**config.mk**
```make
export PLATFORM = sky130hd
export DESIGN_NAME = adge_lane
export DESIGN_NICKNAME = d
export VERILOG_FILES = /design/src/design/adge_pkg.sv /design/src/design/adge_lane.sv
export SDC_FILE = /design/constraint.sdc
export NUM_CORES = 2
export LEC_CHECK = 0
export ABC_AREA = 1
export BUFFER_PORTS_ARGS = -buffer_cell sky130_fd_sc_hd__buf_2
export CORE_MARGIN = 3
export CORE_UTILIZATION = 54
export DETAILED_ROUTE_END_ITERATION = 6
export PLACE_DENSITY = 0.77
export SKIP_LAST_GASP = 1
export SYNTH_ARGS = -nofsm -noshare
export SYNTH_HDL_FRONTEND = slang
export SYNTH_SLANG_ARGS = --single-unit
```
**constraint.sdc**
```tcl
create_clock -name clk -period 18.4 [get_ports clk]
set_clock_uncertainty 0.2 [all_clocks]
set_input_delay 3.68 -clock clk [delete_from_list [all_inputs] [get_ports clk]]
set_output_delay 3.68 -clock clk [all_outputs]
set_load 0.005 [all_outputs]
```
**src/design/adge_pkg.sv**
```systemverilog
// ============================================================================
// Audio ducking gain envelope - shared package
// Widths, constants, types and the constant table of fractional roots of two
// that the gain envelope, its dB-to-linear unit and its channel lanes share.
// ============================================================================
package adge_pkg;

  // Block dimensions
  localparam int LANES            = 8;
  localparam int SAMPLE_BITS      = 24;
  localparam int MAX_BLOCK_FRAMES = 4096;

  // Frame position and block length widths
  localparam int POS_W = $clog2(MAX_BLOCK_FRAMES);
  localparam int FPB_W = 13;
  localparam int LANE_W = $clog2(LANES + 1);

  // Interpolation divider: the quotient never exceeds the duck depth
  localparam int QUOT_W = 16;
  localparam int DEN_W  = POS_W + 1;
  localparam int NUM_W  = QUOT_W + POS_W;

  // Linear gain factor in Q30, one integer bit so that unity fits
  localparam int LIN_FRAC   = 30;
  localparam int LIN_W      = LIN_FRAC + 1;
  localparam int ROOT_STEPS = 16;

  // Attenuation magnitude in Q8.8 dB and the log2(10)/20 factor in Q24
  localparam int E_W       = 15;
  localparam int LOG_W     = 22;
  localparam int LOG_CONST = 2786635;

  // Register limits
  localparam int DEPTH_MAX = 24576;
  localparam int COEF_ONE  = 65536;

  // Stream word width: all lanes packed, rounded up to whole bytes
  localparam int TDATA_W = ((LANES * SAMPLE_BITS + 7) / 8) * 8;

  typedef logic signed [SAMPLE_BITS-1:0] sample_t;
  typedef logic [LIN_W-1:0]              lin_t;
  typedef logic signed [15:0]            gain_t;
  typedef logic [ROOT_STEPS-1:0][LIN_FRAC-1:0] root_tab_t;

  // Integer square root, digit by digit, evaluated at elaboration only.
  function automatic logic [63:0] isqrt64(input logic [63:0] x);
    logic [63:0] r;
    logic [63:0] b;
    logic [63:0] xx;
    r  = '0;
    b  = 64'h4000_0000_0000_0000;
    xx = x;
    for (int i = 0; i < 32; i++) begin
      if (xx >= r + b) begin
        xx = xx - (r + b);
        r  = (r >> 1) + b;
      end else begin
        r = r >> 1;
      end
      b = b >> 2;
    end
    return r;
  endfunction

  // Entry k holds 2^(-2^-(k+1)) in Q30, each one the floor square root of the last.
  function automatic root_tab_t build_roots();
    logic [63:0] v;
    root_tab_t   t;
    v = 64'd1 << (LIN_FRAC - 1);
    for (int k = 0; k < ROOT_STEPS; k++) begin
      v    = isqrt64(v << LIN_FRAC);
      t[k] = v[LIN_FRAC-1:0];
    end
    return t;
  endfunction

  localparam root_tab_t ROOT_TAB = build_roots();

endpackage

```
**src/design/adge_lane.sv**
```systemverilog
// ============================================================================
// Channel lane
// Multiplies one channel sample by the linear gain factor and rounds the
// result back to the sample format. A lane beyond the channel count gives zero.
// ============================================================================
module adge_lane (
  input  logic              clk,
  input  logic              load_i,
  input  logic              en_i,
  input  adge_pkg::sample_t sample_i,
  input  adge_pkg::lin_t    lin_i,
  output adge_pkg::sample_t res_o
);
  import adge_pkg::*;

  localparam int PR_W = SAMPLE_BITS + LIN_W + 1;

  logic signed [PR_W-1:0] prod;
  logic signed [PR_W-1:0] prnd;
  sample_t                res_r;

  // Signed product, rounded half up at the Q30 point
  assign prod = sample_i * $signed({1'b0, lin_i});
  assign prnd = prod + (PR_W'(1) <<< (LIN_FRAC - 1));

  always_ff @(posedge clk) begin
    if (load_i) begin
      res_r <= en_i ? prnd[LIN_FRAC+SAMPLE_BITS-1:LIN_FRAC] : '0;
    end
  end

  assign res_o = res_r;

endmodule

```
# ---- Word level (Yosys, flattened, before mapping)
# Cells that the tools add are included.
dict set report classes {
  addsub 1
  multipliers 1
}
# operator n
set ops {}
lappend ops {{54-bit by 31-bit adder with 54-bit output (second input constant)} 1}
lappend ops {{24-bit by 32-bit multiplier with 54-bit output} 1}
dict set report totals {
  register_bits 24
  input_bits 58
}

# ---- Depth between registers and ports, before layout
dict set report depth {
  word_depth 2
  mapped_depth 30
  mapped_depth_nobuf 28
}

# ---- Least setup slack after synthesis
# OpenSTA, ideal clock, no wires.
dict set report synth_timing {
  path_kind {in2reg}
  start {in sample_i[1]}
  end {reg res_r[19] (netlist: res_o[19]) (data pin)}
  setup_ns 0.255
  arrival_time_ns 9.153
  path_slack_ns 8.792
  path_stages 25
  cell_sequence {clkbuf_1 > clkbuf_1 > nand2_1 > inv_1 > fa_1 > fa_1 > inv_1 > fa_1 > fa_1 > inv_1 > fa_1 > fa_1 > inv_1 > fa_1 > inv_1 > ha_1 > nand2_1 > nor2_1 > inv_2 > nor2_1 > inv_1 > nor2_1 > nand4_1 > a21oi_1 > nor2_1}
}
dict set report synth_via {
  elab_chain_len 2
}
# element line_no
set synth_lines {}
lappend synth_lines {{start: declaration} adge_lane.sv:10} ;# input adge_pkg::sample_t sample_i,
lappend synth_lines {{24-bit by 32-bit multiplier with 54-bit output} adge_lane.sv:23} ;# assign prod = sample_i * $signed({1'b0, lin_i});
lappend synth_lines {{54-bit by 31-bit adder with 54-bit output} adge_lane.sv:24} ;# assign prnd = prod + (PR_W'(1) <<< (LIN_FRAC - 1));
lappend synth_lines {{end signal: assignment} adge_lane.sv:28} ;# res_r <= en_i ? prnd[LIN_FRAC+SAMPLE_BITS-1:LIN_FRAC] : '0;
lappend synth_lines {{end: declaration} adge_lane.sv:20} ;# sample_t res_r;
# No other way between the ends.
# A chain may end at the register's enable or synchronous reset.

# ---- Worst setup path after layout
dict set report layout_timing {
  start {in sample_i[9]}
  end {reg res_r[10] (netlist: res_o[10]) (data pin)}
}
# The elaborated chain is that of the path after synthesis.

==> results.txt <==
Worst Path Max Fanout: 31
outcome: finished clean
Die H: 225 µm
share of cells above drive strength 1: 3.14%
CTS tree: done
number of synthesized flops with an enable pin: 24
clk slew on worst S/H paths: 70 ps
Synth area leader: fa_1
P&R area growth vs syn: 2.93%
Yosys top cell area share: 48.9%
Core Area: 0.0471 mm²
average cell area after synthesis: 7.59 µm²
critical path launch point type: primary input
FFs w/ async S/R, synth: 0%
Resize count post-CTS: 0
CP arrival: 10,110 ps
Mapped Area: 0.0260 mm²
DR WL/cell: 17.7 µm
Post-Syn Instances: 3,422
max FFs per register: 24
GR Overflow Total: 0
max-slew violation count: 0
Worst Path Class, Setup: in -> reg
largest net degree at the start of global routing: 32
Remaining DRCs: 0
setup bufs post-CTS: 0
RSZ-0062 raised after global routing: no
Synthesis Warnings: 0
DR vias: 20,700
Yosys cell types: 31
drt pass-1 iters: 6
Root Buffer: clkbuf_16
# rows: 79
Top-Level Pins: 82
fin crit period: 10,220 ps
top cells by area, synth: fa_1 (49%), inv_1 (16%), nand2_1 (13%), ha_1 (9.6%), edfxtp_1 (2.8%)
Die W: 225 µm
initial DRC count: 1,706
crit path capture type: register
final WL: 70,500 µm
setup TNS: 0 ps
# port buffers: 81
clk buf depth: 2
vias per inst: 5.21
first-pass GRT wire length: 116,000 µm
Slew @ Worst Pin: 1120 ps
Synth Register Bits: 24
final hold vios: 0
clock sink count: 24
# setup viols final: 0
H-Tree Depth: 1
DP HPWL: 54,900 µm
NumNets Final: 4,264
Max Fclk: 97.8 MHz
Die Area: 0.0508 mm²
Total GRT Usage: 29.2%
RePlAce Congestion: 0.939
initial antenna violation count: 3
Starting Density: 55.2%
sequential area share after synthesis: 2.77%
Post-CTS Hold Fix Bufs: 0
Max-Cap Viols: 0
Slew headroom: 25.5%
vias in the first global route: 22,400
worst endpoint required time: 18,290 ps
Worst Hold Class: in -> reg
Tcrit/Tclk final: 55.5%
clock buffer count from CTS: 3
Post-synth top flop: edfxtp_1
post-route ant nets: 0
Mapped Nets: 4,314
-- stage by stage --
| stage | hold WS (ps) | worst slack, ps | util [%] | instances | area [µm²] |
|---|---|---|---|---|---|
| global route | 3780 | 7810 | 56.8 | 3978 | 26700 |
| finish | 3760 | 8180 | 56.8 | 3980 | 26700 |
| CTS | 3760 | 8230 | 56.8 | 3978 | 26700 |
| detailed placement | 3880 | 7990 | 56.6 | 3974 | 26600 |
| global placement | 3880 | 7970 | 56.6 | 3974 | 26600 |
| floorplan | 3590 | 8790 | - | 3422 | 26000 |
-- synthesized netlist by cell type, types with 8 or more instances --
library cell     n
nand4_1         10
nor3_1           9
nor2_1         162
fa_1           635
nand3_1         42
nand2_1        919
ha_1           199
a21oi_1         79
clkbuf_1       132
edfxtp_1        24
o21ai_1         18
o21ai_0         20
or2_2           13
inv_1         1113
o21bai_1         8
-- cell families after synthesis --
group	share of synthesized area, %
compound gates	2.82
xor+xnor	0.236
fa+ha+maj	58.5
buf+inv	18.1
flops	2.77
simple gates	17.5
-- cell usage in the layout, fill, tap and decap left out, types with 3 or more instances in the layout --
master,netlist,layout
nor2_1,162,162
nand3_1,42,42
o21bai_1,8,8
a21oi_1,79,79
or2_2,13,13
fa_1,635,635
nor4_2,3,3
o21ai_1,18,18
a21o_1,6,6
nand2_1,919,919
clkbuf_16,0,3
edfxtp_1,24,24
o21a_1,3,3
xnor2_1,5,5
inv_1,1113,1113
nand4_1,10,10
inv_2,3,3
o21ai_0,20,20
nor3_1,9,9
buf_2,3,81
ha_1,199,199
-- per-layer routing --
| layer | part of all wire [%] | vias up | global-route usage (%) |
|---|---|---|---|
| met4 | 4.2 | 2 | 10.2 |
| met3 | 9.3 | 210 | 4.65 |
| met5 | 0.018 | - | 0 |
| li1 | - | 9372 | - |
| met2 | 47 | 1016 | 48.2 |
| met1 | 39 | 10100 | 39.4 |
-- worst max-delay path, stage by stage --
cell and delay (ps):
buf_2 660, nand2_1 200, fa_1 590, inv_1 60
fa_1 530, inv_1 50, fa_1 500, inv_1 60
fa_1 500, fa_1 400, fa_1 510, inv_1 50
fa_1 540, inv_1 60, ha_1 340, a21oi_1 230
o21ai_0 160, a21oi_1 220, inv_1 100, nor2_1 110
nand3_1 170, nand2_1 110, nand2_1 50, nor2_1 200
-- worst paths after layout --
check / endpoint / cells after the start / from / slack, ps
max: res_o[10] / 24 / sample_i[9] / 8180
min: res_o[21] / 1 / load_i / 3760
-- layout make-up --
class,count,area [µm²]
inverter,1118,4200
timing repair buffer,81,405
sequential,24,721
clock inverter,1,30.0
multi-input combinational,2144,20500
antenna,2,5.00
fill,4328,20300
tap,607,759
clock buffer,3,75.1
Power is not shown: default switching activity piles up to over one toggle a cycle in this logic, so the estimate is an artifact.
