`src/design/adge_pkg.sv`:
```
// ============================================================================
// Audio ducking gain envelope - shared package
// Widths, constants, types and the constant table of fractional roots of two
// that the gain envelope, its dB-to-linear unit and its channel lanes share.
// ============================================================================
package adge_pkg;

  // Block dimensions
  localparam int LANES            = 8;
  localparam int SAMPLE_BITS      = 24;
  localparam int MAX_BLOCK_FRAMES = 4096;

  // Frame position and block length widths
  localparam int POS_W = $clog2(MAX_BLOCK_FRAMES);
  localparam int FPB_W = 13;
  localparam int LANE_W = $clog2(LANES + 1);

  // Interpolation divider: the quotient never exceeds the duck depth
  localparam int QUOT_W = 16;
  localparam int DEN_W  = POS_W + 1;
  localparam int NUM_W  = QUOT_W + POS_W;

  // Linear gain factor in Q30, one integer bit so that unity fits
  localparam int LIN_FRAC   = 30;
  localparam int LIN_W      = LIN_FRAC + 1;
  localparam int ROOT_STEPS = 16;

  // Attenuation magnitude in Q8.8 dB and the log2(10)/20 factor in Q24
  localparam int E_W       = 15;
  localparam int LOG_W     = 22;
  localparam int LOG_CONST = 2786635;

  // Register limits
  localparam int DEPTH_MAX = 24576;
  localparam int COEF_ONE  = 65536;

  // Stream word width: all lanes packed, rounded up to whole bytes
  localparam int TDATA_W = ((LANES * SAMPLE_BITS + 7) / 8) * 8;

  typedef logic signed [SAMPLE_BITS-1:0] sample_t;
  typedef logic [LIN_W-1:0]              lin_t;
  typedef logic signed [15:0]            gain_t;
  typedef logic [ROOT_STEPS-1:0][LIN_FRAC-1:0] root_tab_t;

  // Integer square root, digit by digit, evaluated at elaboration only.
  function automatic logic [63:0] isqrt64(input logic [63:0] x);
    logic [63:0] r;
    logic [63:0] b;
    logic [63:0] xx;
    r  = '0;
    b  = 64'h4000_0000_0000_0000;
    xx = x;
    for (int i = 0; i < 32; i++) begin
      if (xx >= r + b) begin
        xx = xx - (r + b);
        r  = (r >> 1) + b;
      end else begin
        r = r >> 1;
      end
      b = b >> 2;
    end
    return r;
  endfunction

  // Entry k holds 2^(-2^-(k+1)) in Q30, each one the floor square root of the last.
  function automatic root_tab_t build_roots();
    logic [63:0] v;
    root_tab_t   t;
    v = 64'd1 << (LIN_FRAC - 1);
    for (int k = 0; k < ROOT_STEPS; k++) begin
      v    = isqrt64(v << LIN_FRAC);
      t[k] = v[LIN_FRAC-1:0];
    end
    return t;
  endfunction

  localparam root_tab_t ROOT_TAB = build_roots();

endpackage

```
`src/design/adge_db2lin.sv`:
```
// ============================================================================
// dB to linear converter
// Turns an attenuation in Q8.8 dB into a Q30 linear factor: a base-2
// exponent by one multiplication, then the fractional part as a product of
// tabled roots of two, one per cycle, and a rounded shift for the integer part.
// ============================================================================
module adge_db2lin (
  input  logic                     clk,
  input  logic                     rst_n,
  input  logic                     start_i,
  input  logic [adge_pkg::E_W-1:0] e_i,
  output logic                     done_o,
  output adge_pkg::lin_t           lin_o
);
  import adge_pkg::*;

  localparam int XP_W   = E_W + LOG_W;
  localparam int STEP_W = $clog2(ROOT_STEPS);
  localparam int N_W    = XP_W - 32;
  localparam int PR_W   = LIN_W + LIN_FRAC;

  logic              busy_r;
  logic              shift_r;
  logic              done_r;
  logic [STEP_W-1:0] step_r;
  logic [N_W-1:0]    n_r;
  logic [ROOT_STEPS-1:0] f_r;
  lin_t              acc_r;
  lin_t              lin_r;

  logic [XP_W-1:0]   xp;
  logic [PR_W-1:0]   prod;
  logic [PR_W-1:0]   prnd;
  lin_t              acc_nxt;
  logic [LIN_W:0]    ssum;
  lin_t              lin_nxt;

  // Base-2 exponent in Q16, rounded half up
  assign xp = XP_W'(e_i) * XP_W'(LOG_CONST) + XP_W'(32768);

  // One root factor per cycle, rounded back to Q30
  assign prod    = PR_W'(acc_r) * PR_W'(ROOT_TAB[step_r]);
  assign prnd    = prod + (PR_W'(1) << (LIN_FRAC - 1));
  assign acc_nxt = prnd[PR_W-1:LIN_FRAC];

  // Rounded right shift by the integer part of the exponent
  always_comb begin
    ssum = {1'b0, acc_r} + ((LIN_W + 1)'(1) << (n_r - N_W'(1)));
    if (n_r == '0) begin
      lin_nxt = acc_r;
    end else begin
      lin_nxt = LIN_W'(ssum >> n_r);
    end
  end

  // Sequencing: exponent, root steps, final shift
  always_ff @(posedge clk) begin
    if (!rst_n) begin
      busy_r  <= 1'b0;
      shift_r <= 1'b0;
      done_r  <= 1'b0;
      step_r  <= '0;
    end else begin
      done_r <= 1'b0;
      if (start_i) begin
        busy_r <= 1'b1;
        step_r <= '0;
      end else if (busy_r) begin
        step_r <= step_r + 1'b1;
        if (step_r == STEP_W'(ROOT_STEPS - 1)) begin
          busy_r  <= 1'b0;
          shift_r <= 1'b1;
        end
      end else if (shift_r) begin
        shift_r <= 1'b0;
        done_r  <= 1'b1;
      end
    end
  end

  // Datapath registers
  always_ff @(posedge clk) begin
    if (start_i) begin
      n_r   <= xp[XP_W-1:32];
      f_r   <= xp[31:16];
      acc_r <= LIN_W'(1) << LIN_FRAC;
    end else if (busy_r) begin
      if (f_r[ROOT_STEPS-1]) begin
        acc_r <= acc_nxt;
      end
      f_r <= f_r << 1;
    end
    if (shift_r) begin
      lin_r <= lin_nxt;
    end
  end

  assign done_o = done_r;
  assign lin_o  = lin_r;

endmodule

```
`config.mk`:
```
export PLATFORM = sky130hd
export DESIGN_NAME = adge_db2lin
export DESIGN_NICKNAME = d
export VERILOG_FILES = /design/src/design/adge_pkg.sv /design/src/design/adge_db2lin.sv
export SDC_FILE = /design/constraint.sdc
export NUM_CORES = 2
export LEC_CHECK = 0
export ABC_AREA = 1
export BUFFER_PORTS_ARGS = -buffer_cell sky130_fd_sc_hd__buf_2
export CAP_MARGIN = 20
export CORE_MARGIN = 2
export CORE_UTILIZATION = 40
export CTS_BUF_LIST = sky130_fd_sc_hd__clkbuf_8
export CTS_CLUSTER_SIZE = 8
export DETAILED_ROUTE_END_ITERATION = 8
export GPL_TIMING_DRIVEN = 0
export MAX_ROUTING_LAYER = met4
export PLACE_DENSITY = 0.61
export SLEW_MARGIN = 30
export SYNTH_ARGS = -nofsm -noshare
export SYNTH_HDL_FRONTEND = slang
export SYNTH_SLANG_ARGS = --single-unit
```
`constraint.sdc`:
```
create_clock -name clk -period 22.3 [get_ports clk]
set_clock_uncertainty 0.2 [all_clocks]
set_input_delay 3.345 -clock clk [delete_from_list [all_inputs] [get_ports clk]]
set_output_delay 3.345 -clock clk [all_outputs]
set_load 0.05 [all_outputs]
```
# After elaboration in Yosys (flattened, before gate mapping)
# Memories as Yosys holds them, arrays and structs flattened. A register that Yosys moved wholly into a read port is not among the register bits.
# Cells that the tools add are included.
# totals
register_bits	90
latch_bits	0
ram_bits	0
rom_bits	480
input_bits	18
out_inout_bits	32
word_cells	41
mem_count	1
# classes
addsub	5
n_mul	2
div	0
order_cmp	1
eq_ne	2
shift	2
mux	12
bitwise	2
n_reduce_logical	6
# mem_list
name	depth	width	rd	rd_ports_with_merged_regs	wr	line	text
(no name shown)	16	30	1	1	0	adge_db2lin.sv:42	assign prod = PR_W'(acc_r) * PR_W'(ROOT_TAB[step_r]);
# ops
cell	count
61-bit by 30-bit adder with 61-bit output (second input constant)	1
31-bit by 30-bit multiplier with 61-bit output	1
37-bit by 16-bit adder with 37-bit output (second input constant)	1
15-bit by 22-bit multiplier with 37-bit output (second input constant)	1
31-bit by 32-bit adder with 32-bit output	1
16-bit two-way mux	2
1-bit by 5-bit << shifter with 32-bit output (first input constant)	1
32-bit by 5-bit >> shifter with 31-bit output	1
31-bit two-way mux	1
30-bit two-way mux	1
4-bit two-way mux	2
1-bit two-way mux	6
5-bit zero test	1
4-bit by 5-bit less-than comparator with 1-bit output (second input constant)	1
5-bit by 1-bit subtractor with 5-bit output (second input constant)	1
4-bit by 1-bit adder with 4-bit output (second input constant)	1
4-bit == test (second input constant)	1
2-bit AND reduction	2
3-bit OR reduction	1
2-bit by 1-bit inequality test with 1-bit output (second input constant)	1
1-bit NOT	2
2-bit nonzero test	1
2-bit OR reduction	1

# Longest topological paths before layout
# depth
depth_word	5
ltp_mapped	33

# Worst setup path before layout
# No wires, ideal clock.
# synth_timing
path_type	input-to-reg
start	input e_i[3] (netlist bit)
end	register f_r[13], data pin
setup_time_ns	0.254
arrival_ns	7.544
required_time_ns	21.846
path_slack_ns	14.303
stages	19
path_buffers	0
cell_sequence	ha_1 > fa_1 > inv_1 > fa_1 > inv_1 > fa_1 > fa_1 > fa_1 > ha_1 > a21oi_1 > inv_1 > nor2_1 > inv_1 > a21oi_1 > o211ai_1 > a21o_1 > or2_2 > nand3_1 > nand2_1
# synth_via
elab_chain_len	3
# synth_rtl
element	line	text
start: declaration	adge_db2lin.sv:11	input logic [adge_pkg::E_W-1:0] e_i,
15-bit by 22-bit multiplier with 37-bit output	adge_db2lin.sv:39	assign xp = XP_W'(e_i) * XP_W'(LOG_CONST) + XP_W'(32768);
37-bit by 16-bit adder with 37-bit output	adge_db2lin.sv:39	
16-bit two-way mux	adge_db2lin.sv:83	if (start_i) begin
end signal: assignment	adge_db2lin.sv:85	f_r <= xp[31:16];
end signal: assignment	adge_db2lin.sv:91	f_r <= f_r << 1;
end: declaration	adge_db2lin.sv:27	logic [ROOT_STEPS-1:0] f_r;
# Every way passes these cells.
# A chain may end at the register's enable or synchronous reset.

# Worst setup path after layout
# layout_timing
start	register acc_r[23]
end	register acc_r[29]
# layout_via
elab_chain_len	2
# layout_rtl
element	line	text
start: declaration	adge_db2lin.sv:28	lin_t acc_r;
start signal: assignment	adge_db2lin.sv:86	acc_r <= LIN_W'(1) << LIN_FRAC;
start signal: assignment	adge_db2lin.sv:89	acc_r <= acc_nxt;
31-bit by 30-bit multiplier with 61-bit output	adge_db2lin.sv:42	
61-bit by 30-bit adder with 61-bit output	adge_db2lin.sv:43	assign prnd = prod + (PR_W'(1) << (LIN_FRAC - 1));
# Every way passes these cells.

==> impl_metrics.json <==
{
  "outcome": "complete, no violations",
  "critPathLaunch": "acc_r[23]",
  "ctsResizeCount": 0,
  "cp.depth": 28,
  "wl_mm": 195,
  "syn_nets": 7616,
  "ant_nets": 0,
  "track_usage_pct": 34.7,
  "netlist_area_um2": 46100,
  "detail_route.first_pass.iterations": 6,
  "max_stage_delay_ns": 0.86,
  "ff2ff_path_depth": 28,
  "crit_end": "acc_r[29]",
  "core_area_um2": 114000,
  "synth_area_leaders": "fa_1, inv_1, nand2_1, ha_1, edfxtp_1",
  "antenna_found_initial": 3,
  "cts.clk_slew.worst_paths_ns": 0.11,
  "min_period_ns": 9.51,
  "grt_max_degree": 27,
  "timing.fmax_mhz": 105,
  "yosysWarnings": 0,
  "drive_gt1_share_pct": 4.36,
  "crit_path_end_kind": "flip-flop",
  "yosys.area.top_type": "fa_1",
  "setup_viol": 0,
  "ys_seq_area_share_pct": 6.29,
  "grt_pass1_vias": 41600,
  "ys_types": 55,
  "timing.rr.start": "acc_r[23]",
  "drc": 0,
  "criticalPathCategory": "reg -> reg",
  "vias_per_cell": 5.18,
  "ys.flop_type": "dfxtp_1",
  "crit_buf_inv": 9,
  "dieWidth_um": 344,
  "cp_slowest_cell": "buf_1",
  "cp_top_family": "adder cells",
  "grt_pass1_wl_mm": 284,
  "ys_ff_latch": 119,
  "cts_root_buffer": "clkbuf_8",
  "max-cap-violations": 0,
  "overflow": 0,
  "grt_setup_unrepaired": "no",
  "hold_viol": 0,
  "fin_setup_tns_ns": 0,
  "post-route-period-util_pct": 42.7,
  "crit_arrival_ns": 9.76,
  "cts_buffers": 17,
  "rrSetupSlack_ns": 12.79,
  "cts_tree": "yes",
  "syn_avg_cell_area_um2": 7.39,
  "nets": 7687,
  "cts_buffer_depth": 2,
  "gp_congestion": 1.05,
  "hold_class": "reg -> reg",
  "cts_hold_buf": 0,
  "worstPathRequired_ns": 22.55,
  "synth-edff-count": 52,
  "cpMostUsedCell": "fa_1",
  "worst_slew_pin_slew_ns": 1.15,
  "dieHeight_um": 344,
  "drtIter0Drc": 3738,
  "synth.most_common_cell": "inv_1",
  "postCtsSetupBuffers": 0,
  "io_pins": 50,
  "slew_viol_final": 0,
  "via_count": 40600,
  "slew_headroom_pct": 23.4,
  "worstPathMaxFanout": 10,
  "dieArea_um2": 118000,
  "detailed_place_hpwl_mm": 164,
  "port_buffers": 49,
  "h-tree-depth": 4,
  "area_growth_pct": 5.84,
  "post_drt_wl_per_cell_um": 24.9,
  "syn_inst": 6246,
  "synth_top_area_share_pct": 38.5,
  "netlist_top_cells_count": "inv_1, nand2_1, fa_1",
  "start_util_pct": 40.4,
  "fp-row-count": 124,
  "clock_latency_ns": 0.54,
  "clock-sinks": 119,
  "cp-start-kind": "flip-flop",
  "reg2reg_to": "acc_r[29]",
  "async_flop_share_pct": 0
}
[cells by family (layout without fill, tap and decap cells)]
kind of cell	after synthesis	in the layout	share of synthesized area, %
muxes	1	1	0.0217
and+or+nand+nor	2282	2282	20.3
other	0	2	0
AOI/OAI and AO/OA	394	394	4.73
adders and majority gates	1352	1352	51.1
xor gates and xnor gates	32	32	0.607
buffers and inverters	2066	2150	16.9
DFF	119	119	6.29
[per-stage QoR]
step	util [%]	hold WS [ns]	instances	setup WS [ns]	cell area, µm²
5_1_grt	42.7	0.339	7844	12.55	48800
2_1_floorplan	-	0.295	6246	14.30	46100
6_report	42.7	0.307	7844	12.79	48800
3_3_place_gp	42.2	0.306	7807	12.78	48300
4_1_cts	42.7	0.307	7842	12.88	48800
3_5_place_dp	42.4	0.309	7810	12.94	48400
[how the worst min path moves through the flow]
stage | startpoint | to | slack, ns | cells past startpoint
floorplan | f_r[9] | f_r[10] | 0.29 | 2
global placement | f_r[11] | f_r[12] | 0.31 | 2
detailed placement | f_r[11] | f_r[12] | 0.31 | 2
CTS | f_r[11] | f_r[12] | 0.31 | 2
global route | f_r[11] | f_r[12] | 0.34 | 2
finish | f_r[11] | f_r[12] | 0.31 | 2
[worst reg2reg max path, delay by kind of cell (launching register included)]
family          cells  cell delay [ns]
flops               1             0.60
simple gates        7             1.19
fa+ha+maj           9             4.61
compound gates      3             0.63
buf+inv             9             2.19
[area by class of cell]
cell class	count	area, µm²
inverter	1838	6900
multi-input combinational	4061	35400
buffer	228	1010
fill	12100	65500
timing repair buffer	52	304
clock buffer	17	234
sequential	119	2900
antenna	2	5.00
tap	1512	1890
clock inverter	15	151
[cells in the final DEF (no fill, tap or decap), types with 14 or more instances in the layout]
cell type,n
a21o_1,18
a21oi_1,177
a31oi_1,14
buf_1,15
buf_2,70
clkbuf_1,107
clkbuf_2,78
clkbuf_8,17
dfxtp_1,66
edfxtp_1,52
fa_1,888
ha_1,464
inv_1,1820
nand2_1,1612
nand2_2,23
nand3_1,302
nand3_2,15
nand4_1,23
nor2_1,238
nor3_1,21
o21ai_0,128
o21bai_1,14
xor2_1,19
[routing by layer]
layer,up-vias,GRT usage (%),part of all wire (%),routed length (µm)
met2,1825,54.3,45,87700
li1,18300,-,-,-
met5,-,-,0,0
met1,20000,42.3,39,76000
met3,495,6.23,8.6,16700
met4,0,19.7,7.4,14500
Power is left out: the tool's default activity adds up to more than one toggle a clock period on the data nets, which glitch-free logic cannot reach.
