**config.mk**
```make
export PLATFORM = sky130hd
export DESIGN_NAME = adge_div
export DESIGN_NICKNAME = d
export VERILOG_FILES = /design/src/design/adge_pkg.sv /design/src/design/adge_div.sv
export SDC_FILE = /design/constraint.sdc
export NUM_CORES = 1
export LEC_CHECK = 0
export BUFFER_PORTS_ARGS = -buffer_cell sky130_fd_sc_hd__buf_2
export CELL_PAD_IN_SITES_DETAIL_PLACEMENT = 1
export CELL_PAD_IN_SITES_GLOBAL_PLACEMENT = 1
export CORE_MARGIN = 1
export CORE_UTILIZATION = 48
export CTS_CLUSTER_DIAMETER = 50
export DETAILED_ROUTE_END_ITERATION = 10
export GPL_TIMING_DRIVEN = 1
export HOLD_SLACK_MARGIN = 0.02
export PLACE_DENSITY_LB_ADDON = 0.1
export REMOVE_ABC_BUFFERS = 1
export SLEW_MARGIN = 40
export SYNTH_ARGS = -nofsm -noshare
export SYNTH_HDL_FRONTEND = slang
export SYNTH_SLANG_ARGS = --single-unit
```
**constraint.sdc**
```tcl
create_clock -name clk -period 8 [get_ports clk]
set_input_delay 0 -clock clk [delete_from_list [all_inputs] [get_ports clk]]
set_output_delay 0 -clock clk [all_outputs]
set_load 0.005 [all_outputs]
```
**src/design/adge_pkg.sv**
```systemverilog
// ============================================================================
// Audio ducking gain envelope - shared package
// Widths, constants, types and the constant table of fractional roots of two
// that the gain envelope, its dB-to-linear unit and its channel lanes share.
// ============================================================================
package adge_pkg;

  // Block dimensions
  localparam int LANES            = 8;
  localparam int SAMPLE_BITS      = 24;
  localparam int MAX_BLOCK_FRAMES = 4096;

  // Frame position and block length widths
  localparam int POS_W = $clog2(MAX_BLOCK_FRAMES);
  localparam int FPB_W = 13;
  localparam int LANE_W = $clog2(LANES + 1);

  // Interpolation divider: the quotient never exceeds the duck depth
  localparam int QUOT_W = 16;
  localparam int DEN_W  = POS_W + 1;
  localparam int NUM_W  = QUOT_W + POS_W;

  // Linear gain factor in Q30, one integer bit so that unity fits
  localparam int LIN_FRAC   = 30;
  localparam int LIN_W      = LIN_FRAC + 1;
  localparam int ROOT_STEPS = 16;

  // Attenuation magnitude in Q8.8 dB and the log2(10)/20 factor in Q24
  localparam int E_W       = 15;
  localparam int LOG_W     = 22;
  localparam int LOG_CONST = 2786635;

  // Register limits
  localparam int DEPTH_MAX = 24576;
  localparam int COEF_ONE  = 65536;

  // Stream word width: all lanes packed, rounded up to whole bytes
  localparam int TDATA_W = ((LANES * SAMPLE_BITS + 7) / 8) * 8;

  typedef logic signed [SAMPLE_BITS-1:0] sample_t;
  typedef logic [LIN_W-1:0]              lin_t;
  typedef logic signed [15:0]            gain_t;
  typedef logic [ROOT_STEPS-1:0][LIN_FRAC-1:0] root_tab_t;

  // Integer square root, digit by digit, evaluated at elaboration only.
  function automatic logic [63:0] isqrt64(input logic [63:0] x);
    logic [63:0] r;
    logic [63:0] b;
    logic [63:0] xx;
    r  = '0;
    b  = 64'h4000_0000_0000_0000;
    xx = x;
    for (int i = 0; i < 32; i++) begin
      if (xx >= r + b) begin
        xx = xx - (r + b);
        r  = (r >> 1) + b;
      end else begin
        r = r >> 1;
      end
      b = b >> 2;
    end
    return r;
  endfunction

  // Entry k holds 2^(-2^-(k+1)) in Q30, each one the floor square root of the last.
  function automatic root_tab_t build_roots();
    logic [63:0] v;
    root_tab_t   t;
    v = 64'd1 << (LIN_FRAC - 1);
    for (int k = 0; k < ROOT_STEPS; k++) begin
      v    = isqrt64(v << LIN_FRAC);
      t[k] = v[LIN_FRAC-1:0];
    end
    return t;
  endfunction

  localparam root_tab_t ROOT_TAB = build_roots();

endpackage

```
**src/design/adge_div.sv**
```systemverilog
// ============================================================================
// Interpolation divider
// Restoring unsigned divider that produces one quotient bit per cycle. It
// returns the quotient and whether a remainder was left, for floor rounding.
// ============================================================================
module adge_div (
  input  logic                       clk,
  input  logic                       rst_n,
  input  logic                       start_i,
  input  logic [adge_pkg::NUM_W-1:0] num_i,
  input  logic [adge_pkg::DEN_W-1:0] den_i,
  output logic                       done_o,
  output logic [adge_pkg::QUOT_W-1:0] quot_o,
  output logic                       rem_nz_o
);
  import adge_pkg::*;

  localparam int CNT_W = $clog2(QUOT_W);

  logic              busy_r;
  logic              done_r;
  logic [CNT_W-1:0]  cnt_r;
  logic [NUM_W-1:0]  rem_r;
  logic [NUM_W-1:0]  dsh_r;
  logic [QUOT_W-1:0] quot_r;
  logic              fits;

  assign fits = (rem_r >= dsh_r);

  // Step control: a fixed number of steps, one quotient bit each
  always_ff @(posedge clk) begin
    if (!rst_n) begin
      busy_r <= 1'b0;
      done_r <= 1'b0;
      cnt_r  <= '0;
    end else begin
      done_r <= 1'b0;
      if (start_i) begin
        busy_r <= 1'b1;
        cnt_r  <= '0;
      end else if (busy_r) begin
        cnt_r <= cnt_r + 1'b1;
        if (cnt_r == CNT_W'(QUOT_W - 1)) begin
          busy_r <= 1'b0;
          done_r <= 1'b1;
        end
      end
    end
  end

  // Datapath: compare the remainder with the shifted divisor and subtract
  always_ff @(posedge clk) begin
    if (start_i) begin
      rem_r  <= num_i;
      dsh_r  <= NUM_W'({den_i, {(QUOT_W-1){1'b0}}});
      quot_r <= '0;
    end else if (busy_r) begin
      if (fits) begin
        rem_r <= rem_r - dsh_r;
      end
      quot_r <= {quot_r[QUOT_W-2:0], fits};
      dsh_r  <= dsh_r >> 1;
    end
  end

  assign done_o   = done_r;
  assign quot_o   = quot_r;
  assign rem_nz_o = (rem_r != '0);

endmodule

```
# Yosys cells after proc, flatten, opt, wreduce, memory -nomap -nowiden
# Cells that the tools add are included.
# op_classes
n_mux	9
n_div	0
n_bitwise	2
addsub	2
n_shift	0
n_reduce_logical	6
magnitude_cmp	1
n_mul	0
eq_ne	1
# ops
cell	count
$mux W28	5
$ge A28 B28 Y1	1
$reduce_bool A28 Y1	1
$sub A28 B28 Y28	1
$add A4 B1 Y4 const B	1
$eq A4 B4 Y1 const B	1
$mux W1	4
$reduce_bool A2 Y1	2
$reduce_or A3 Y1	1
$not A1 Y1	2
$reduce_and A2 Y1	1
$reduce_or A2 Y1	1
# word_totals
mem_bits_rw	0
out_inout_bits	18
rom_bits	0
register_bits	78
latch_bits	0
in_bits	44
memories	0

# Depth between registers and ports, before layout
# Gate-level depths: netlist of the first run.
# depth
depth_word	4
ltp_mapped	11
depth_no_buf	11

# Least setup slack after synthesis of the first run
# Ideal clock, no wire load.
# synth_path
path_type	register to register
start	reg rem_r[0]
end	reg rem_r[0], enable pin
stages_incl_launch_ff	12
synth_period_minus_slack_ps	2936
required_ps	7627
t_arrival_ps	2563
path_slack_ps	5064
path_cell_list	edfxtp_1 inv_1 ha_1 inv_1 fa_1 a21o_1 a21oi_2 o211ai_2 a211oi_1 o21ai_0 a221o_1 a21o_1
# synth_via
elab_chain_cells	3
# synth_lines
element	line_no	rtl
from (decl)	adge_div.sv:23	logic [NUM_W-1:0] rem_r;
from (signal assigned)	adge_div.sv:54	rem_r <= num_i;
from (signal assigned)	adge_div.sv:59	rem_r <= rem_r - dsh_r;
$ge A28 B28 Y1	adge_div.sv:28	assign fits = (rem_r >= dsh_r);
$reduce_bool A2 Y1 (no line)	--	
$reduce_and A2 Y1 (no line)	--	
# Every way passes these cells.
# A chain may end at the register's enable or synchronous reset.

# Worst setup path after layout of the first run
# layout_path
start	reg rem_r[0]
end	reg rem_r[16], enable pin
# The elaborated chain is that of the path after synthesis.

==> reports/results.ini, run 1 <==
[place]
dp_hpwl_mm = 9.41
place_congestion = 0.869
port_buffers = 61

[routing]
drt-initial-drc-count = 160
drc = 0
antenna_left = 0
vias = 4291
drt_pass1_iterations = 4
viasPerCell = 5.65
drt_wl_total_mm = 13.8
wl_per_cell_um = 18.1

[critical_path]
path_cells = inv_1 -> ha_1 -> inv_1 -> fa_1 -> a21o_1 -> a21oi_2 -> o211ai_2 -> a211oi_1 -> o21ai_0 -> a221o_1 -> a21o_2
r2r_cells = 11
crit_buf_inv = 2
path_common_cell = inv_1
cp-start-kind = register
max_stage_delay_ps = 470
reg2reg_from = rem_r[0]
crit_slowest_cell = a21o_2
reg2reg_setup_slack_ps = 4760
critPathRequiredTime_ps = 8020
r2r-end = rem_r[16]
critPathCaptureType = register
path_max_fanout = 28
critPathTopFamily = compound AO/OA/AOI/OAI gates
arrival_ps = 3260
path_class = reg -> reg

[die]
start_util_pct = 49.7
die_w_um = 103
core_area_um2 = 9770
rows = 36
die_area_um2 = 10500
die_y_um = 103
io_pins = 62

[timing]
fin_crit_ps = 3240
relSlewSlack_pct = 52.3
rsz0062_at_grt = no
clock.fmax_ghz = 0.309
tightest_slew_ps = 715
tns_ps = 0
finalSetupViolations = 0
finalHoldViolCount = 0
finalCritPeriodShare_pct = 40.4
slew_violations = 0
skew_ps = 14.2

[layout]
nNetsFinal = 695
diodes = 0
final_layout_size_suffix_gt1_share_pct = 14.7
area_growth_syn_to_layout_pct = 20.7

[logic_synthesis]
yosys-top-cells-count = nor2_1, nand2_1, edfxtp_1, dfxtp_1, inv_1
synth-seq-cells = 78
yosysTopAreaCellShare_pct = 25.3
synth_most_common_cell = nor2_1
syn-cell-area_um2 = 4860
syn_area_per_cell_um2 = 9.10
synth_edf_count = 41
synthTopCellsByArea = edfxtp_1, dfxtp_1, ha_1
ys.flop_type = edfxtp_1
synth-seq-area-share_pct = 40.6
yosysTopAreaCell = edfxtp_1
async_reset_ff_share_pct = 0
synth.distinct_cells = 59
syn_inst = 534
yosys_warnings = 0

[power]
p_per_area_nw_per_um2 = 243
p_total_mw = 1.43
power_frac_seq_pct = 36.6
p_int_uw = 904
power.net_switching_uw = 521
p_clk_share_pct = 24.6
leakage_nw = 2.46
vdd_ir_drop_max_mv = 0.119
swShare_pct = 36.6
p_comb_share_pct = 38.8

[clock_tree]
cts_resized = 0
cts_setup_buffers = 0
clockBufferDepth = 2
clkLatencyLatePin_ps = 370
clk_pin_slew_ps = 90
cts-root-buf = clkbuf_8
cts_hold_buf = 38
htreeDepth = 3
cts_made_buffers = 9
cts_sinks = 78
cts_tree = yes

[grt]
grt_max_degree = 73
grt_pass1_wl_mm = 21.7
antenna_found_initial = 0
track_usage_pct = 27.1
grt-ovfl-total = 0
grt_pass1_vias = 4558

[min_path]
min_to = rem_r[18]
holdPathStages = 3
holdCritStartpoint = num_i[18]
hp-class = in -> reg

[run_status]
status = finished, final reports clean

[run]
cap_violations = 0

-- cell families after synthesis --
logic type	count (synthesis)	share of synthesized area [%]
DFF	78	40.6
and+or+nand+nor	185	18.0
adders and majority gates	30	7.88
xor gates and xnor gates	18	3.24
buffers and inverters	60	4.81
muxes	34	7.03
AOI/OAI and AO/OA	129	18.4
-- state kept, by name, indices dropped and copies added, names as in the netlist --
register,cells
quot_o,16
done_o,1
busy_r,1
cnt_r,4
dsh_r,28
rem_r,28
-- worst max path at each step --
stage / slack (ps) / start / cells past startpoint / endpoint
3_3_place_gp: 4690 / rem_r[0] / 11 / rem_r[18]
4_1_cts: 4750 / rem_r[0] / 11 / rem_r[16]
2_1_floorplan: 5060 / rem_r[0] / 11 / rem_r[0]
5_1_grt: 4570 / rem_r[0] / 11 / rem_r[16]
3_5_place_dp: 4820 / rem_r[0] / 11 / rem_r[16]
6_report: 4760 / rem_r[0] / 11 / rem_r[16]
-- through the flow --
stage	instance area, um2	std cells	setup slack, ps	util, %	hold WS, ps
after floorplan	4760	510	5060	-	72.4
after global placement	5240	705	4690	53.6	228
after detailed placement	5250	705	4820	53.7	232
after CTS	5860	759	4750	60.0	34.2
after global routing	5860	759	4570	60.0	51.5
final	5860	759	4760	60.0	33.6
-- cell type report --
class	count	area (um2)
clock buffer	13	191
clock inverter	3	45.0
fill	1145	3910
inverter	36	135
multi-input combinational	396	2660
sequential	78	1980
tap	133	166
timing repair buffer	100	696
-- power groups by stage --
stage / sequential (mW) / combinational (mW) / clock (mW)
2_1_floorplan: 0.514 / 0.393 / 0
3_3_place_gp: 0.526 / 0.503 / 0
3_5_place_dp: 0.529 / 0.524 / 0
4_1_cts: 0.520 / 0.545 / 0.354
5_1_grt: 0.526 / 0.608 / 0.367
6_report: 0.521 / 0.553 / 0.351
-- layout by cell type, fill, tap and decap left out, types with 6 or more instances in the layout --
cell           synthesis  routed
nand3_1                8       8
and3_1                 7       7
inv_1                 36      36
and2_1                 8       8
o21ai_0               30      30
nand4_1                9       9
edfxtp_1              41      41
dfxtp_1               37      36
nor3_1                 6       6
o31ai_1               15      15
dlygate4sd3_1          0      38
buf_2                  1      60
nand2_1               54      54
mux2i_1               33      33
ha_1                  29      29
nor2_1                60      60
a21o_1                17      16
clkbuf_8               0      10
xor2_1                10      10
xnor2_1                8       8
nor2b_1                7       7
a21oi_1               23      23
nor4_1                 9       9
-- worst register-to-register path, cell delays in order, from the launching register on --
cell	delay (ps)
edfxtp_1	410
inv_1	70
ha_1	150
inv_1	60
fa_1	410
a21o_1	190
a21oi_2	210
o211ai_2	200
a211oi_1	230
o21ai_0	140
a221o_1	330
a21o_2	470
-- per-layer routing --
| layer | global-route usage, % | up-vias | share of wire, % |
|---|---|---|---|
| li1 | - | 2108 | - |
| met1 | 33.5 | 2093 | 46 |
| met2 | 47.7 | 70 | 49 |
| met3 | 3.66 | 20 | 2.8 |
| met4 | 10.9 | 0 | 2.0 |
| met5 | 0 | - | 0 |
Note: power is estimated with default switching activity, not from simulation.
==> inputs of run 2 (changes only) <==
ABC_AREA = 1   (was unset)
CORE_UTILIZATION = 42   (was 48)
clock period = 3.4 ns   (was 8 ns; I/O delays follow)
==> run 2 against run 1 <==
- critical endpoint is now rem_r[11]
- power grew to 2.7 times the previous value
- sequential share of layout area fell by 3.2 points
- clock power rose to 3.0 times the previous value
- highest routed layer unchanged
- critical path type unchanged
- largest cell class unchanged
- routed wire length increased by 20%
- sequential cell count is the same
==> reports/results.ini, run 2 <==
[die]
rows = 40
start_util_pct = 43.5
core_area_um2 = 12200
die_w_um = 114
die_y_um = 114
die_area_um2 = 13100
io_pins = 62

[layout]
nNetsFinal = 969
layout_commonest_cell = nand2_1
fin_area_um2 = 6470
diodes = 0
final_layout_size_suffix_gt1_share_pct = 10.2
final_cell_mix = nand2_1, inv_1, nor2_1
area_growth_syn_to_layout_pct = 22.2
instances_no_fill = 1068
utilization_pct = 53.2

[place]
port_buffers = 61
placed_area_um2 = 5720
placedCellCount = 1010
place_congestion = 0.922
dp_hpwl_mm = 11.7
dp_slack_ps = 672

[grt]
track_usage_pct = 26.7
grt_pass1_vias = 5588
grt_pass1_wl_mm = 27.1
grt-ovfl-total = 0
grt_max_degree = 66
antenna_found_initial = 0

[logic_synthesis]
yosys_warnings = 0
synth_edf_count = 41
yosysTopAreaCell = edfxtp_1
yosys-top-cells-count = nand2_1, inv_1, nor2_1, nand3_1, edfxtp_1
synth-seq-cells = 78
syn_area_per_cell_um2 = 6.63
syn_inst = 798
yosysTopAreaCellShare_pct = 23.3
syn-cell-area_um2 = 5290
ys.flop_type = edfxtp_1
synthTopCellsByArea = edfxtp_1, nand2_1, dfxtp_1
synth-seq-area-share_pct = 37.2
async_reset_ff_share_pct = 0
synth.distinct_cells = 32
synth_most_common_cell = nand2_1

[routing]
vias = 5327
antenna_left = 0
wl_per_cell_um = 15.4
drt_wl_total_mm = 16.5
drt-initial-drc-count = 249
drc = 0
drt_pass1_iterations = 4
viasPerCell = 4.99

[critical_path]
arrival_ps = 2800
cp-start-kind = register
critPathRequiredTime_ps = 3410
path_class = reg -> reg
path_max_fanout = 24
critPathCaptureType = register

[clock_tree]
clkLatencyLatePin_ps = 350
cts_sinks = 78
cts-root-buf = clkbuf_16
cts_resized = 0
clockBufferDepth = 2
cts_tree = yes
cts_made_buffers = 9
htreeDepth = 3
clk_pin_slew_ps = 60

[power]
p_per_area_nw_per_um2 = 585
leakage_nw = 3.40
vdd_ir_drop_max_mv = 0.322

[run]
cap_violations = 0

[timing]
relSlewSlack_pct = 53.4
tightest_slew_ps = 699
finalSetupViolations = 0
finalCritPeriodShare_pct = 82.3
rsz0062_at_grt = no
slew_violations = 0
setup_ws_ps = 603
finalHoldViolCount = 0
clock.fmax_ghz = 0.358
fin_crit_ps = 2800
tns_ps = 0
skew_ps = 8.66

[min_path]
hp-class = in -> reg

[run_status]
status = finished, final reports clean

## run 2: changes by cell type after synthesis, sizes merged, moves of 7 or more
cell	before	now
a21o	18	2
a21oi	24	35
and2	8	1
and3	7	0
inv	36	133
mux2i	33	0
nand2	55	289
nand3	8	62
nor2	60	77
nor2b	7	0
o31ai	15	1
xor2	10	1
## run 2: cells by family (layout without fill, tap and decap cells)
family,Yosys count,count (layout),share of synthesized area (%)
flip-flops,78,78,37.2
AO/OA/AOI/OAI,76,76,7.33
XOR/XNOR,4,4,0.662
adder cells (fa/ha/maj),30,30,7.23
buffers and inverters,155,257,11.8
AND/OR/NAND/NOR,455,455,35.7
## run 2: cell type report
class,count,area [um2]
tap,168,210
multi-input combinational,565,2700
clock buffer,13,303
sequential,78,1970
inverter,134,503
timing repair buffer,107,756
clock inverter,3,26.3
fill,1626,5690
## run 2: timing repair
item,CTS,global route
hold endpoints to repair,42,0
hold buffers,42,0
endpoints found under the setup margin,0,0
buffers inserted,0,0
## run 2: power by group
group / switching, mW / leakage (nW) / internal [mW]
clock network: 0.424 / 0.164 / 0.632
registers: 0.0831 / 0.722 / 1.15
logic: 0.981 / 2.51 / 0.515
## run 2: path summary, 6_finish.rpt
| kind | startpoint | to | slack [ps] | cells past startpoint |
|---|---|---|---|---|
| setup reg to reg | rem_r[24] | rem_r[11] | 600 | 10 |
| hold reg to reg | dsh_r[10] | dsh_r[9] | 470 | 2 |
| hold / removal | start_i | rem_r[15] | 260 | 3 |
| setup / recovery | rem_r[24] | rem_r[11] | 600 | 10 |
## run 2: per-stage QoR
stage | hold slack, ps | power [mW]
finish | 263 | 3.79
global route | 280 | 4.04
CTS | 247 | 3.79
detailed placement | 257 | 2.68
global placement | 240 | 2.63
floorplan | 132 | 2.25
## run 2: metal layers
layer,track usage [%],routed length [um],up-vias
met1,34.7,8000,2528
li1,-,-,2694
met4,11.4,385,0
met3,3.65,467,22
met5,0,0,-
met2,44.3,7630,83
## run 2: worst max-delay path, stage by stage (launching register included)
cell and delay, ps:
edfxtp_1 420, ha_1 400, nand2_1 120, nor3_1 350, nand2_1 130, nor2_1 120
nand2_1 70, nand3_1 120, nand2_1 80, nand2_1 220, buf_4 410
==> inputs of run 3 (changes only) <==
CORE_UTILIZATION = 38   (was 42)
clock period = 2.39 ns   (was 3.4 ns; I/O delays follow)
==> run 3 against run 2 <==
- clock power up 41%
- critical path type unchanged
- highest routed layer unchanged
- die area up 10%
- critical endpoint is now rem_r[26]
- worst hold slack worse by 200 ps
==> reports/results.ini, run 3 (synthesis gave the netlist of run 2 again) <==
[power]
leakage_nw = 3.47
p_total_mw = 5.47
p_per_area_nw_per_um2 = 823
vdd_ir_drop_max_mv = 0.393

[critical_path]
path_cells = ha_1 -> nand2_1 -> nor2_4 -> nand2_1 -> nor2_1 -> nand3_1 -> nand3_1 -> nand2_2 -> nand2_4 -> clkbuf_16
crit_slowest_cell = edfxtp_1
critPathCaptureType = register
arrival_ps = 2320
crit_buf_inv = 1
critPathTopFamily = simple AND/OR/NAND/NOR gates
r2r-end = rem_r[26]
reg2reg_setup_slack_ps = 140
cp-start-kind = register
path_class = reg -> reg
r2r_cells = 10
path_max_fanout = 6
critPathRequiredTime_ps = 2460
max_stage_delay_ps = 390
reg2reg_from = rem_r[9]

[clock_tree]
cts_made_buffers = 9
cts_sinks = 78
cts-root-buf = clkbuf_16
clkLatencyLatePin_ps = 350
clockBufferDepth = 2
clk_pin_slew_ps = 60
cts_setup_buffers = 0
cts_tree = yes
htreeDepth = 3

[layout]
area_growth_syn_to_layout_pct = 25.7
nNetsFinal = 979
final_layout_size_suffix_gt1_share_pct = 11.9
layout_commonest_cell = nand2_1
diodes = 0
final_cell_mix = nand2_1, inv_1, nor2_1
fin_area_um2 = 6660

[min_path]
holdPathStages = 4
hp-class = in -> reg
holdCritStartpoint = start_i
min_to = quot_o[0]

[timing]
relSlewSlack_pct = 60.1
tightest_slew_ps = 599
setup_ws_ps = 139
finalCritPeriodShare_pct = 94.2
skew_ps = 7.62
finalHoldViolCount = 0
finalSetupViolations = 0
fin_crit_ps = 2250
slew_violations = 0
clock.fmax_ghz = 0.444

[routing]
antenna_left = 0
wl_per_cell_um = 15.3
drt_pass1_iterations = 4
drc = 0
drt-initial-drc-count = 241
drt_wl_total_mm = 16.6
viasPerCell = 4.93
vias = 5356

[die]
rows = 42
die_w_um = 120
die_area_um2 = 14400
start_util_pct = 39.5
core_area_um2 = 13400
io_pins = 62
die_y_um = 120

[grt]
antenna_found_initial = 0
grt-ovfl-total = 0
grt_pass1_vias = 5512
grt_max_degree = 67
grt_pass1_wl_mm = 27.0
track_usage_pct = 24.0

[place]
port_buffers = 61
place_congestion = 0.920
dp_slack_ps = 13.0
dp_hpwl_mm = 12.2
placed_area_um2 = 5810

[run_status]
status = finished, final reports clean

[run]
cap_violations = 0

-- run 3: worst max path at each step --
stage,depth (start not counted),start,end
6_report,10,rem_r[9],rem_r[26]
5_1_grt,10,rem_r[9],rem_r[1]
4_1_cts,10,rem_r[12],rem_r[8]
3_5_place_dp,10,rem_r[24],rem_r[7]
3_3_place_gp,10,rem_r[12],rem_r[16]
2_1_floorplan,12,rem_r[0],rem_r[0]
-- run 3: metrics by stage --
stage	TNS, ps	hold slack [ps]	utilization (%)	instances
floorplan	-5180	132	-	777
global route	-5.75	91.9	49.7	1086
detailed placement	0	269	43.3	1025
finish	0	63.0	49.7	1086
CTS	0	68.9	48.9	1083
global placement	0	235	43.3	1025
-- run 3: cell type report --
| cell class | count | area [um2] |
|---|---|---|
| Clock buffer | 10 | 229 |
| Clock inverter | 6 | 85.1 |
| Fill cell | 1815 | 6750 |
| Inverter | 134 | 503 |
| Multi-Input combinational cell | 565 | 2750 |
| Sequential cell | 78 | 1970 |
| Tap cell | 176 | 220 |
| Timing Repair Buffer | 117 | 898 |
-- run 3: where the power goes --
| group | internal (mW) | leakage (nW) | switching, mW |
|---|---|---|---|
| sequential | 1.64 | 0.722 | 0.111 |
| combinational | 0.798 | 2.60 | 1.44 |
| clock | 0.914 | 0.152 | 0.577 |
| total | 3.35 | 3.47 | 2.13 |
-- run 3: worst register-to-register path: stages, from the launching register on --
cell and delay [ps]:
edfxtp_1 390, ha_1 390, nand2_1 170, nor2_4 190, nand2_1 110, nor2_1 110, nand3_1 70, nand3_1 130
nand2_2 80, nand2_4 140, clkbuf_16 180
-- run 3: layer usage --
layer  GRT usage [%]  part of all wire (%)
met1            30.4                    47
met5               0                     0
met2            41.9                    49
met3            3.09                   2.9
met4            7.97                   1.7
-- run 3: timing repair --
item	CTS	global route
hold buffers	42	0
endpoints found under the setup margin	24	30
gates cloned	0	3
hold endpoints to repair	42	0
gates resized for setup	1	13
